**src/hdl/tasp_pkg.sv**
```systemverilog
// Shared types and constants for the three-axis step pulse generator.
// Holds fixed field widths, multiplier constants, register indexes and the
// sequencer and lane interface types. Depends on nothing.
package tasp_pkg;

    localparam int MAX_AXES            = 3;
    localparam int DEF_NUM_AXES        = 3;
    localparam int DEF_STEP_COUNT_BITS = 24;
    localparam int DEF_PERIOD_BITS     = 40;

    localparam int TICK_W    = 16;
    localparam int MULT_W    = 17;
    localparam int MULT_FRAC = 16;
    localparam int DT_BITS   = TICK_W + MULT_W;
    localparam int AXIS_W    = 2;
    localparam int CFG_IDX_W  = 2;
    localparam int CFG_DATA_W = 17;

    localparam logic [MULT_W-1:0] MULT_ONE   = 17'd65536;
    localparam logic [MULT_W-1:0] MULT_FLOOR = 17'd3277;
    localparam logic [TICK_W-1:0] TICK_RESET = 16'd50;

    localparam logic [CFG_IDX_W-1:0] CFG_TICK_TIME   = 2'd0;
    localparam logic [CFG_IDX_W-1:0] CFG_RAMP_ENABLE = 2'd1;
    localparam logic [CFG_IDX_W-1:0] CFG_RAMP_INC    = 2'd2;

    localparam logic CMD_LOAD = 1'b1;

    typedef enum logic [2:0] {
        PH_IDLE,
        PH_MUL,
        PH_ADD,
        PH_CMP,
        PH_MERGE
    } t_phase;

    typedef struct packed {
        logic add_en;
        logic cmp_en;
        logic commit_tick;
        logic commit_load;
    } t_lane_ctl;

    typedef struct packed {
        logic pulse;
        logic below_decel;
        logic busy_next;
        logic load_busy;
    } t_lane_stat;

endpackage

```
**src/hdl/tasp_lane.sv**
```systemverilog
// One axis lane: step count, period and phase accumulator of a single axis.
// Two working steps per tick (accumulate, then compare and subtract).
// Depends on tasp_pkg.
module tasp_lane
    import tasp_pkg::*;
#(
    parameter int STEP_COUNT_BITS = DEF_STEP_COUNT_BITS,
    parameter int PERIOD_BITS     = DEF_PERIOD_BITS
) (
    input  logic                       i_clk,
    input  logic                       i_rst_n,
    input  t_lane_ctl                  i_ctl,
    input  logic [DT_BITS-1:0]         i_dt,
    input  logic [STEP_COUNT_BITS-1:0] i_decel,
    input  logic [STEP_COUNT_BITS-1:0] i_load_steps,
    input  logic [PERIOD_BITS-1:0]     i_load_period,
    output t_lane_stat                 o_stat
);

    localparam int SUM_W = ((PERIOD_BITS > DT_BITS) ? PERIOD_BITS : DT_BITS) + 1;

    logic [STEP_COUNT_BITS-1:0] r_rem;
    logic [PERIOD_BITS-1:0]     r_acc;
    logic [PERIOD_BITS-1:0]     r_period;
    logic [PERIOD_BITS-1:0]     r_sum;
    logic [PERIOD_BITS-1:0]     r_pend_acc;
    logic [STEP_COUNT_BITS-1:0] r_pend_rem;
    logic                       r_pend_pulse;

    logic [SUM_W-1:0]       sum_full;
    logic [PERIOD_BITS-1:0] n_sum;
    logic [PERIOD_BITS:0]   diff;
    logic                   rem_nz;
    logic                   reached;

    // Accumulate with saturation at the full-scale period value.
    always_comb begin
        sum_full = SUM_W'(r_acc) + SUM_W'(i_dt);
        if (sum_full[SUM_W-1:PERIOD_BITS] != '0) begin
            n_sum = '1;
        end else begin
            n_sum = sum_full[PERIOD_BITS-1:0];
        end
    end

    assign diff    = {1'b0, r_sum} - {1'b0, r_period};
    assign rem_nz  = (r_rem != '0);
    assign reached = rem_nz && !diff[PERIOD_BITS];

    always_ff @(posedge i_clk) begin
        if (i_ctl.add_en) begin
            r_sum <= n_sum;
        end
        if (i_ctl.cmp_en) begin
            r_pend_acc <= !rem_nz ? r_acc : (reached ? diff[PERIOD_BITS-1:0] : r_sum);
            r_pend_rem <= reached ? r_rem - STEP_COUNT_BITS'(1) : r_rem;
        end
    end

    always_ff @(posedge i_clk) begin
        if (!i_rst_n) begin
            r_rem        <= '0;
            r_acc        <= '0;
            r_period     <= '0;
            r_pend_pulse <= 1'b0;
        end else begin
            if (i_ctl.cmp_en) begin
                r_pend_pulse <= reached;
            end
            if (i_ctl.commit_load) begin
                r_rem    <= i_load_steps;
                r_period <= i_load_period;
                r_acc    <= '0;
            end else if (i_ctl.commit_tick) begin
                r_rem <= r_pend_rem;
                r_acc <= r_pend_acc;
            end
        end
    end

    assign o_stat.pulse       = r_pend_pulse;
    assign o_stat.below_decel = (r_pend_rem < i_decel);
    assign o_stat.busy_next   = (r_pend_rem != '0);
    assign o_stat.load_busy   = (i_load_steps != '0);

endmodule

```
**src/hdl/tasp_merge.sv**
```systemverilog
// Merging stage: combines the lane results into one result beat, runs the
// speed ramp and holds the move-wide state and the output register.
// Depends on tasp_pkg.
module tasp_merge
    import tasp_pkg::*;
#(
    parameter int NUM_AXES        = DEF_NUM_AXES,
    parameter int STEP_COUNT_BITS = DEF_STEP_COUNT_BITS
) (
    input  logic                       i_clk,
    input  logic                       i_rst_n,
    input  t_lane_ctl                  i_ctl,
    input  t_lane_stat [MAX_AXES-1:0]  i_stat,
    input  logic                       i_ramp_enable,
    input  logic [MULT_W-1:0]          i_ramp_inc,
    input  logic [MAX_AXES-1:0]        i_load_dirs,
    input  logic [STEP_COUNT_BITS-1:0] i_load_decel,
    input  logic [MULT_W-1:0]          i_load_mult,
    input  logic [AXIS_W-1:0]          i_load_axis,
    input  logic                       i_out_ready,
    output logic [MULT_W-1:0]          o_mult,
    output logic [STEP_COUNT_BITS-1:0] o_decel,
    output logic                       o_out_valid,
    output logic [MAX_AXES-1:0]        o_step_pulses,
    output logic [MAX_AXES-1:0]        o_dir_out,
    output logic                       o_busy_res,
    output logic [MULT_W-1:0]          o_multiplier_now
);

    localparam logic [MAX_AXES-1:0] DIR_MASK = MAX_AXES'((1 << NUM_AXES) - 1);

    logic [MULT_W-1:0]          r_mult;
    logic [MAX_AXES-1:0]        r_dirs;
    logic [STEP_COUNT_BITS-1:0] r_decel;
    logic [AXIS_W-1:0]          r_axis;
    logic                       r_out_valid;

    logic [MULT_W-1:0]   n_mult;
    logic [MAX_AXES-1:0] n_dirs;
    logic [MAX_AXES-1:0] pulses;
    logic                lead_step;
    logic                lead_below;
    logic                busy_tick;
    logic                busy_load;
    logic [MULT_W:0]     dec_limit;
    logic [MULT_W:0]     inc_sum;
    logic [MULT_W-1:0]   ramped;

    always_comb begin
        lead_step  = 1'b0;
        lead_below = 1'b0;
        busy_tick  = 1'b0;
        busy_load  = 1'b0;
        for (int a = 0; a < MAX_AXES; a++) begin
            pulses[a] = i_stat[a].pulse;
            busy_tick = busy_tick | i_stat[a].busy_next;
            busy_load = busy_load | i_stat[a].load_busy;
            if (r_axis == AXIS_W'(a)) begin
                lead_step  = i_stat[a].pulse;
                lead_below = i_stat[a].below_decel;
            end
        end
    end

    // Ramp step: slow down toward the floor inside the deceleration zone,
    // otherwise speed up toward full speed.
    always_comb begin
        dec_limit = {1'b0, i_ramp_inc} + {1'b0, MULT_FLOOR};
        inc_sum   = {1'b0, r_mult} + {1'b0, i_ramp_inc};
        if (lead_below) begin
            if ({1'b0, r_mult} < dec_limit) begin
                ramped = MULT_FLOOR;
            end else begin
                ramped = r_mult - i_ramp_inc;
            end
        end else if (r_mult < MULT_ONE) begin
            ramped = (inc_sum > {1'b0, MULT_ONE}) ? MULT_ONE : inc_sum[MULT_W-1:0];
        end else begin
            ramped = r_mult;
        end
    end

    always_comb begin
        n_mult = r_mult;
        n_dirs = r_dirs;
        if (i_ctl.commit_load) begin
            n_mult = (i_load_mult > MULT_ONE) ? MULT_ONE : i_load_mult;
            n_dirs = i_load_dirs & DIR_MASK;
        end else if (i_ctl.commit_tick && i_ramp_enable && lead_step) begin
            n_mult = ramped;
        end
    end

    always_ff @(posedge i_clk) begin
        if (!i_rst_n) begin
            r_mult      <= MULT_ONE;
            r_dirs      <= '0;
            r_decel     <= '0;
            r_axis      <= '0;
            r_out_valid <= 1'b0;
        end else begin
            r_mult <= n_mult;
            r_dirs <= n_dirs;
            if (i_ctl.commit_load) begin
                r_decel <= i_load_decel;
                r_axis  <= i_load_axis;
            end
            if (i_ctl.commit_tick || i_ctl.commit_load) begin
                r_out_valid <= 1'b1;
            end else if (i_out_ready) begin
                r_out_valid <= 1'b0;
            end
        end
    end

    always_ff @(posedge i_clk) begin
        if (i_ctl.commit_tick || i_ctl.commit_load) begin
            o_step_pulses    <= i_ctl.commit_load ? '0 : pulses;
            o_dir_out        <= n_dirs;
            o_busy_res       <= i_ctl.commit_load ? busy_load : busy_tick;
            o_multiplier_now <= n_mult;
        end
    end

    assign o_mult      = r_mult;
    assign o_decel     = r_decel;
    assign o_out_valid = r_out_valid;

    a_mult_ceiling: assert property (@(posedge i_clk) disable iff (!i_rst_n)
        r_mult <= MULT_ONE)
        else $error("speed multiplier above 1.0");

    a_mult_hold: assert property (@(posedge i_clk) disable iff (!i_rst_n)
        (i_ctl.commit_tick && (pulses == '0)) |=> $stable(r_mult))
        else $error("multiplier changed on a tick without a step");

endmodule

```
**src/hdl/three_axis_step_pulse_generator.sv**
```systemverilog
// Top level of the three-axis step pulse generator with speed ramp.
// Holds the input beat register, configuration registers, tick multiplier
// and sequencer. Depends on tasp_pkg, tasp_lane and tasp_merge.
//
// A load beat (command 1) starts a new move at once, replacing any move in
// progress and clearing the phase accumulators; a tick beat (command 0)
// advances every axis that still has steps by one tick time, scaled by the
// speed multiplier when ramping is enabled, and reports which axes stepped.
// Every input beat yields exactly one result beat. Each beat passes through
// four steps of work: forming the tick delta in the tick-time by multiplier
// product, the per-axis accumulator add, the per-axis period compare and
// subtract, and the merging stage that commits the new state and the speed
// ramp. The four steps form a loop through the axis state, so a new beat
// enters only as the previous one commits and the block never works on two
// beats at once. The finished result sits in an output register, so the next
// input beat is taken while a result still waits to be taken; the merge step
// waits only when that register is still full. The axes run as parallel
// lanes. Configuration writes take effect at once and are meant for idle
// periods; no clearing pass is needed after reset.
module three_axis_step_pulse_generator
    import tasp_pkg::*;
#(
    parameter int NUM_AXES        = DEF_NUM_AXES,
    parameter int STEP_COUNT_BITS = DEF_STEP_COUNT_BITS,
    parameter int PERIOD_BITS     = DEF_PERIOD_BITS
) (
    input  logic                       i_clk,
    input  logic                       i_rst_n,
    // Configuration write port.
    input  logic                       i_cfg_we,
    input  logic [CFG_IDX_W-1:0]       i_cfg_idx,
    input  logic [CFG_DATA_W-1:0]      i_cfg_data,
    // Input channel.
    input  logic                       i_in_valid,
    output logic                       o_in_ready,
    input  logic                       i_command,
    input  logic [STEP_COUNT_BITS-1:0] i_steps_x,
    input  logic [STEP_COUNT_BITS-1:0] i_steps_y,
    input  logic [STEP_COUNT_BITS-1:0] i_steps_z,
    input  logic [PERIOD_BITS-1:0]     i_period_x,
    input  logic [PERIOD_BITS-1:0]     i_period_y,
    input  logic [PERIOD_BITS-1:0]     i_period_z,
    input  logic [MAX_AXES-1:0]        i_move_dirs,
    input  logic [STEP_COUNT_BITS-1:0] i_decel_steps,
    input  logic [MULT_W-1:0]          i_start_multiplier,
    input  logic [AXIS_W-1:0]          i_lead_axis,
    // Output channel.
    output logic                       o_out_valid,
    input  logic                       i_out_ready,
    output logic [MAX_AXES-1:0]        o_step_pulses,
    output logic [MAX_AXES-1:0]        o_dir_out,
    output logic                       o_busy_res,
    output logic [MULT_W-1:0]          o_multiplier_now
);

    // Configuration registers.
    logic [TICK_W-1:0] r_tick_time;
    logic              r_ramp_enable;
    logic [MULT_W-1:0] r_ramp_inc;

    // Input beat register, held until the beat commits.
    logic                       r_cmd;
    logic [STEP_COUNT_BITS-1:0] r_steps [MAX_AXES];
    logic [PERIOD_BITS-1:0]     r_period [MAX_AXES];
    logic [MAX_AXES-1:0]        r_dirs;
    logic [STEP_COUNT_BITS-1:0] r_decel_in;
    logic [MULT_W-1:0]          r_mult_in;
    logic [AXIS_W-1:0]          r_axis_in;

    logic [DT_BITS-1:0] r_dt;
    t_phase             r_phase;
    t_phase             n_phase;

    t_lane_ctl                  ctl;
    t_lane_stat [MAX_AXES-1:0]  stat;
    logic [MULT_W-1:0]          mult;
    logic [STEP_COUNT_BITS-1:0] decel;
    logic                       slot_free;
    logic                       in_acc;
    logic                       commit;

    always_ff @(posedge i_clk) begin
        if (!i_rst_n) begin
            r_tick_time   <= TICK_RESET;
            r_ramp_enable <= 1'b0;
            r_ramp_inc    <= '0;
        end else if (i_cfg_we) begin
            unique case (i_cfg_idx)
                CFG_TICK_TIME:   r_tick_time   <= i_cfg_data[TICK_W-1:0];
                CFG_RAMP_ENABLE: r_ramp_enable <= i_cfg_data[0];
                CFG_RAMP_INC:    r_ramp_inc    <= i_cfg_data[MULT_W-1:0];
                default: ;
            endcase
        end
    end

    assign in_acc    = i_in_valid && o_in_ready;
    assign slot_free = !o_out_valid || i_out_ready;

    always_ff @(posedge i_clk) begin
        if (in_acc) begin
            r_cmd       <= i_command;
            r_steps[0]  <= i_steps_x;
            r_steps[1]  <= i_steps_y;
            r_steps[2]  <= i_steps_z;
            r_period[0] <= i_period_x;
            r_period[1] <= i_period_y;
            r_period[2] <= i_period_z;
            r_dirs      <= i_move_dirs;
            r_decel_in  <= i_decel_steps;
            r_mult_in   <= i_start_multiplier;
            r_axis_in   <= i_lead_axis;
        end
    end

    // Tick delta: exact Q17.16 product when ramping, plain tick time otherwise.
    always_ff @(posedge i_clk) begin
        if (r_phase == PH_MUL) begin
            if (r_ramp_enable) begin
                r_dt <= DT_BITS'(r_tick_time) * DT_BITS'(mult);
            end else begin
                r_dt <= DT_BITS'({r_tick_time, {MULT_FRAC{1'b0}}});
            end
        end
    end

    always_ff @(posedge i_clk) begin
        if (!i_rst_n) begin
            r_phase <= PH_IDLE;
        end else begin
            r_phase <= n_phase;
        end
    end

    always_comb begin
        n_phase = r_phase;
        unique case (r_phase)
            PH_IDLE:  if (in_acc) n_phase = PH_MUL;
            PH_MUL:   n_phase = PH_ADD;
            PH_ADD:   n_phase = PH_CMP;
            PH_CMP:   n_phase = PH_MERGE;
            PH_MERGE: begin
                if (slot_free) begin
                    n_phase = in_acc ? PH_MUL : PH_IDLE;
                end
            end
            default:  n_phase = PH_IDLE;
        endcase
    end

    always_comb begin
        commit          = (r_phase == PH_MERGE) && slot_free;
        o_in_ready      = (r_phase == PH_IDLE) || commit;
        ctl.add_en      = (r_phase == PH_ADD);
        ctl.cmp_en      = (r_phase == PH_CMP);
        ctl.commit_tick = commit && (r_cmd != CMD_LOAD);
        ctl.commit_load = commit && (r_cmd == CMD_LOAD);
    end

    for (genvar a = 0; a < MAX_AXES; a++) begin : g_lane
        if (a < NUM_AXES) begin : g_on
            tasp_lane #(
                .STEP_COUNT_BITS (STEP_COUNT_BITS),
                .PERIOD_BITS     (PERIOD_BITS)
            ) u_lane (
                .i_clk         (i_clk),
                .i_rst_n       (i_rst_n),
                .i_ctl         (ctl),
                .i_dt          (r_dt),
                .i_decel       (decel),
                .i_load_steps  (r_steps[a]),
                .i_load_period (r_period[a]),
                .o_stat        (stat[a])
            );
        end else begin : g_off
            assign stat[a] = '0;
        end
    end

    tasp_merge #(
        .NUM_AXES        (NUM_AXES),
        .STEP_COUNT_BITS (STEP_COUNT_BITS)
    ) u_merge (
        .i_clk            (i_clk),
        .i_rst_n          (i_rst_n),
        .i_ctl            (ctl),
        .i_stat           (stat),
        .i_ramp_enable    (r_ramp_enable),
        .i_ramp_inc       (r_ramp_inc),
        .i_load_dirs      (r_dirs),
        .i_load_decel     (r_decel_in),
        .i_load_mult      (r_mult_in),
        .i_load_axis      (r_axis_in),
        .i_out_ready      (i_out_ready),
        .o_mult           (mult),
        .o_decel          (decel),
        .o_out_valid      (o_out_valid),
        .o_step_pulses    (o_step_pulses),
        .o_dir_out        (o_dir_out),
        .o_busy_res       (o_busy_res),
        .o_multiplier_now (o_multiplier_now)
    );

    a_accept_starts: assert property (@(posedge i_clk) disable iff (!i_rst_n)
        (i_in_valid && o_in_ready) |=> (r_phase == PH_MUL))
        else $error("accepted beat did not start the tick delta step");

    a_commit_result: assert property (@(posedge i_clk) disable iff (!i_rst_n)
        commit |=> o_out_valid)
        else $error("committed beat left no result");

    a_mul_then_add: assert property (@(posedge i_clk) disable iff (!i_rst_n)
        (r_phase == PH_MUL) |=> (r_phase == PH_ADD))
        else $error("sequencer skipped the accumulate step");

endmodule

```
**config.mk**
```make
export PLATFORM = sky130hd
export DESIGN_NAME = three_axis_step_pulse_generator
export DESIGN_NICKNAME = d
export VERILOG_FILES = /design/src/hdl/tasp_pkg.sv /design/src/hdl/tasp_lane.sv /design/src/hdl/tasp_merge.sv /design/src/hdl/three_axis_step_pulse_generator.sv
export SDC_FILE = /design/constraint.sdc
export NUM_CORES = 2
export LEC_CHECK = 0
export BUFFER_PORTS_ARGS = -buffer_cell sky130_fd_sc_hd__buf_2
export CAP_MARGIN = 5
export CORE_MARGIN = 2
export CORE_UTILIZATION = 40
export CTS_CLUSTER_DIAMETER = 120
export CTS_CLUSTER_SIZE = 8
export DETAILED_ROUTE_END_ITERATION = 6
export GPL_TIMING_DRIVEN = 0
export PLACE_DENSITY = 0.64
export SETUP_SLACK_MARGIN = 0.05
export SYNTH_ARGS = -nofsm -noshare
export SYNTH_HDL_FRONTEND = slang
export SYNTH_HIERARCHICAL = 1
export SYNTH_SLANG_ARGS = --single-unit
```
**constraint.sdc**
```tcl
create_clock -name i_clk -period 22.4 [get_ports i_clk]
set_input_delay 2.24 -clock i_clk [delete_from_list [all_inputs] [get_ports i_clk]]
set_output_delay 2.24 -clock i_clk [all_outputs]
set_load 0.02 [all_outputs]
```
==> run_results.csv <==
group,metric,value,unit
status,run_status,"finished, violations left",
status,violations,"design-rule violations",
logic_synthesis,ys_types,116,
setup_path,timing.critical_path.required,22930,ps
place,portBuffers,288,
clocking,cts_tree,"done",
sta,final_min_period_over_clock_period,0.322,
clocking,clkSlewWorstSetupHoldPaths,60,ps
power_and_ir_drop,power.leakage,0.0287,µW
logic_synthesis,post_synthesis_register_bit_count,1007,
floorplan,design.core.area,162000,µm²
logic_synthesis,syn_inst,6644,
place,routabilityCongestion,0.927,
logic_synthesis,post_synth.cell_area_avg,9.83,µm²
route,route.antenna.remaining_nets,0,
floorplan,chipWidth,408,µm
route,via_per_inst,5.45,
floorplan,start_util,0.402,
logic_synthesis,netlist_top_cells_area,"sky130_fd_sc_hd__edfxtp_1, sky130_fd_sc_hd__dfxtp_1, sky130_fd_sc_hd__ha_1",
clocking,cts_hold_repair.buffers,0,
logic_synthesis,number_of_synthesized_flops_with_an_enable_pin,608,
sta,tightest_slew,1270,ps
sta,timing.final.crit_period,7220,ps
floorplan,floorplan.die.height,408,µm
setup_path,critPathCaptureType,"flip-flop",
sta,setup_viol,0,
route,router_iterations_before_antenna_repair,7,
logic_synthesis,netlist.area_leader.share,0.280,
layout,area_overhead_vs_synth,13.8,%
layout,final_layout_size_suffix_gt1_frac,0.0893,
global_routing,number_of_global_route_vias_before_repair,50617,
setup_path,max_stage_delay,580,ps
setup_path,path_cells,"clkbuf_1, clkbuf_1, nand2_1, fa_1, inv_1, fa_1, inv_1, fa_1, inv_1, fa_1, fa_1, inv_1, fa_1, inv_1, ha_1, and4_1, nand2_1, or2_0, o32ai_2, a211oi_2, xnor2_1, mux2_2",
setup_path,worst-setup-path-type,"reg2reg",
place,dp_cells,9132,
clocking,cts-root-buf,"sky130_fd_sc_hd__clkbuf_16",
sta,fmax,139,MHz
setup_path,timing.critical_path.arrival,7750,ps
sta,hold_viol_final,0,
global_routing,initial_antenna_violation_count,6,
global_routing,grt_first_pass_wirelength,298000,µm
clocking,htree_levels,4,
clocking,post_cts_buffers,0,
floorplan,io_pins,289,
route,initialDrtViolationCount,4159,
logic_synthesis,synth.yosys.warnings,6,
hold_path,worstHoldStart,"g_lane[0].g_on.u_lane/r_pend_acc[4]",
power_and_ir_drop,vdd_ir_drop_max,79.6,µV
sta,worst_case_clock_skew,72.8,ps
sta,worst_hold_slack,449,ps
global_routing,globalRouteTotalUtil,0.230,
logic_synthesis,synthFlopType,"sky130_fd_sc_hd__edfxtp_1",
layout,layout.cells.most_common,"sky130_fd_sc_hd__nand2_1",
layout,nNetsFinal,8034,
sta,setup_repair_after_global_routing_missed_its_margin,"no",
sta,slew_headroom,0.151,
sta,finalMaxSlewViolations,0,
logic_synthesis,yosysSeqAreaShare,0.402,
setup_path,crit_path_top_delay_cell,"sky130_fd_sc_hd__clkbuf_1",
flow_run,max-cap-violations,0,
logic_synthesis,netlist_area,65300,µm²
global_routing,globalRoute.totalOverflow,0,
route,postRouteWirelength,196000,µm
route,wl_per_cell,20.9,µm
floorplan,rows,148,
layout,post_layout_nonfiller_instances,9400,
hold_path,hold_path_class,"reg2reg",
power_and_ir_drop,finalPower,4760,µW
power_and_ir_drop,power_per_cell_area,64.0,nW/µm²
route,dr_total_vias,51240,
setup_path,worstSetupStartpointType,"flip-flop",
logic_synthesis,async_reset_ff_frac,0,
setup_path,worstSetupStartpoint,"r_tick_time[7]",
layout,final_util,0.458,
setup_path,worstReg2RegStart,"r_tick_time[7]",
place,dp_hpwl,151000,µm
route,drc_errors,6,
global_routing,grt_max_degree,68,
setup_path,critPathMostFrequentCell,"sky130_fd_sc_hd__fa_1",
sta,timing.setup.tns,0,ps
setup_path,crit_path_max_fanout,10,
clocking,clkLatencyLatePin,800,ps
floorplan,design.die.area,166000,µm²
layout,layout.cells.most_common_list,"sky130_fd_sc_hd__nand2_1, sky130_fd_sc_hd__edfxtp_1, sky130_fd_sc_hd__inv_1, sky130_fd_sc_hd__nor2_1, sky130_fd_sc_hd__ha_1",
clocking,buffer_depth_of_the_longest_clock_path,3,
logic_synthesis,yosys.area.top_type,"sky130_fd_sc_hd__edfxtp_1",
logic_synthesis,postSynthNetCount,7573,
clocking,cts.sink_count,1007,
clocking,quantity_of_gates_resized_following_cts,0,
clocking,cts_made_buffers,146,
-- routing by layer --
layer  part of all wire  GRT usage
met1               0.43      0.305
met2               0.46      0.374
met3              0.071     0.0453
met4              0.035     0.0803
met5           0.000066          0
-- final timing paths --
path                               endpoint  slack, ps  depth (start not counted)
max reg2reg                        r_dt[27]      15180                         22
max                                r_dt[27]      15180                         22
min reg2reg  g_lane[0].g_on.u_lane/r_acc[4]        450                          2
min          g_lane[0].g_on.u_lane/r_acc[4]        450                          2
-- power breakdown --
group	total (µW)	switching (µW)	internal (µW)	leakage, µW
Combinational	507	322	185	0.0177
Sequential	2110	57.2	2050	0.00887
Clock	2140	878	1260	0.00210
-- area by class of cell --
cell class | count | area, µm²
diodes | 1 | 2.50
plain buffers | 293 | 1270
clock buffers | 250 | 4090
clock inverters | 17 | 369
fillers | 15496 | 88100
inverters | 521 | 1960
multi-input cells | 4823 | 35900
flip-flops and latches | 1007 | 26200
well taps | 2175 | 2720
repair buffers | 313 | 1830
-- registers in the layout, summed over array words and instances, names as in the netlist, 16 cells and up --
| signal | cells |
|---|---|
| u_merge/o_decel | 24 |
| r_decel_in | 24 |
| g_lane.g_on.u_lane/r_pend_rem | 72 |
| r_dt | 33 |
| r_mult_in | 17 |
| g_lane.g_on.u_lane/r_pend_acc | 120 |
| g_lane.g_on.u_lane/r_sum | 120 |
| g_lane.g_on.u_lane/r_acc | 120 |
| u_merge/o_multiplier_now | 17 |
| g_lane.g_on.u_lane/r_period | 120 |
| r_tick_time | 16 |
| r_ramp_inc | 17 |
| u_merge/o_mult | 17 |
| r_steps | 72 |
| g_lane.g_on.u_lane/r_rem | 72 |
| r_period | 120 |
-- logic make-up (layout without fill, tap and decap cells) --
family | after synthesis | count (layout) | share of synthesized area
AOI/OAI and AO/OA | 1315 | 1315 | 0.130
buffers and inverters | 814 | 1394 | 0.0494
and+or+nand+nor | 2122 | 2122 | 0.161
DFF | 1007 | 1007 | 0.402
xor gates and xnor gates | 306 | 306 | 0.0410
muxes | 414 | 414 | 0.0639
adders and majority gates | 666 | 666 | 0.152
other | 0 | 1 | 0
-- synth_stat cells (all sizes together) (23+ instances only) --
master and n:
a211oi 53, nor3 87, nor2 463, dfxtp 399, nand4 79, clkbuf 217, nor4 75, and3 37
a21oi 380, xor2 110, buf 76, or3 29, nor2b 177, o21bai 31, xnor2 196, o31ai 23
nand3 88, nand2b 64, ha 450, o211ai 35, nand2 696, o21ai 309, and2 227, inv 520
a21o 165, mux2i 393, o21a 43, edfxtp 608, a31oi 68, fa 216, a21boi 45
-- worst max-delay path: cells and delay by family, from the launching register on --
kind	cells	cell delay [ps]
fa+ha+maj	7	3440
buf+inv	7	1410
simple gates	4	790
compound gates	2	580
flops	1	310
mux	1	280
xor+xnor	1	150
-- per-stage QoR --
step	cell area [µm²]	setup WS, ps
6_report	74300	15180
4_1_cts	74300	15200
2_1_floorplan	65300	12450
3_5_place_dp	69900	15220
3_3_place_gp	69500	6680
5_1_grt	74300	14880
Note: power is estimated with default switching activity, not from simulation.
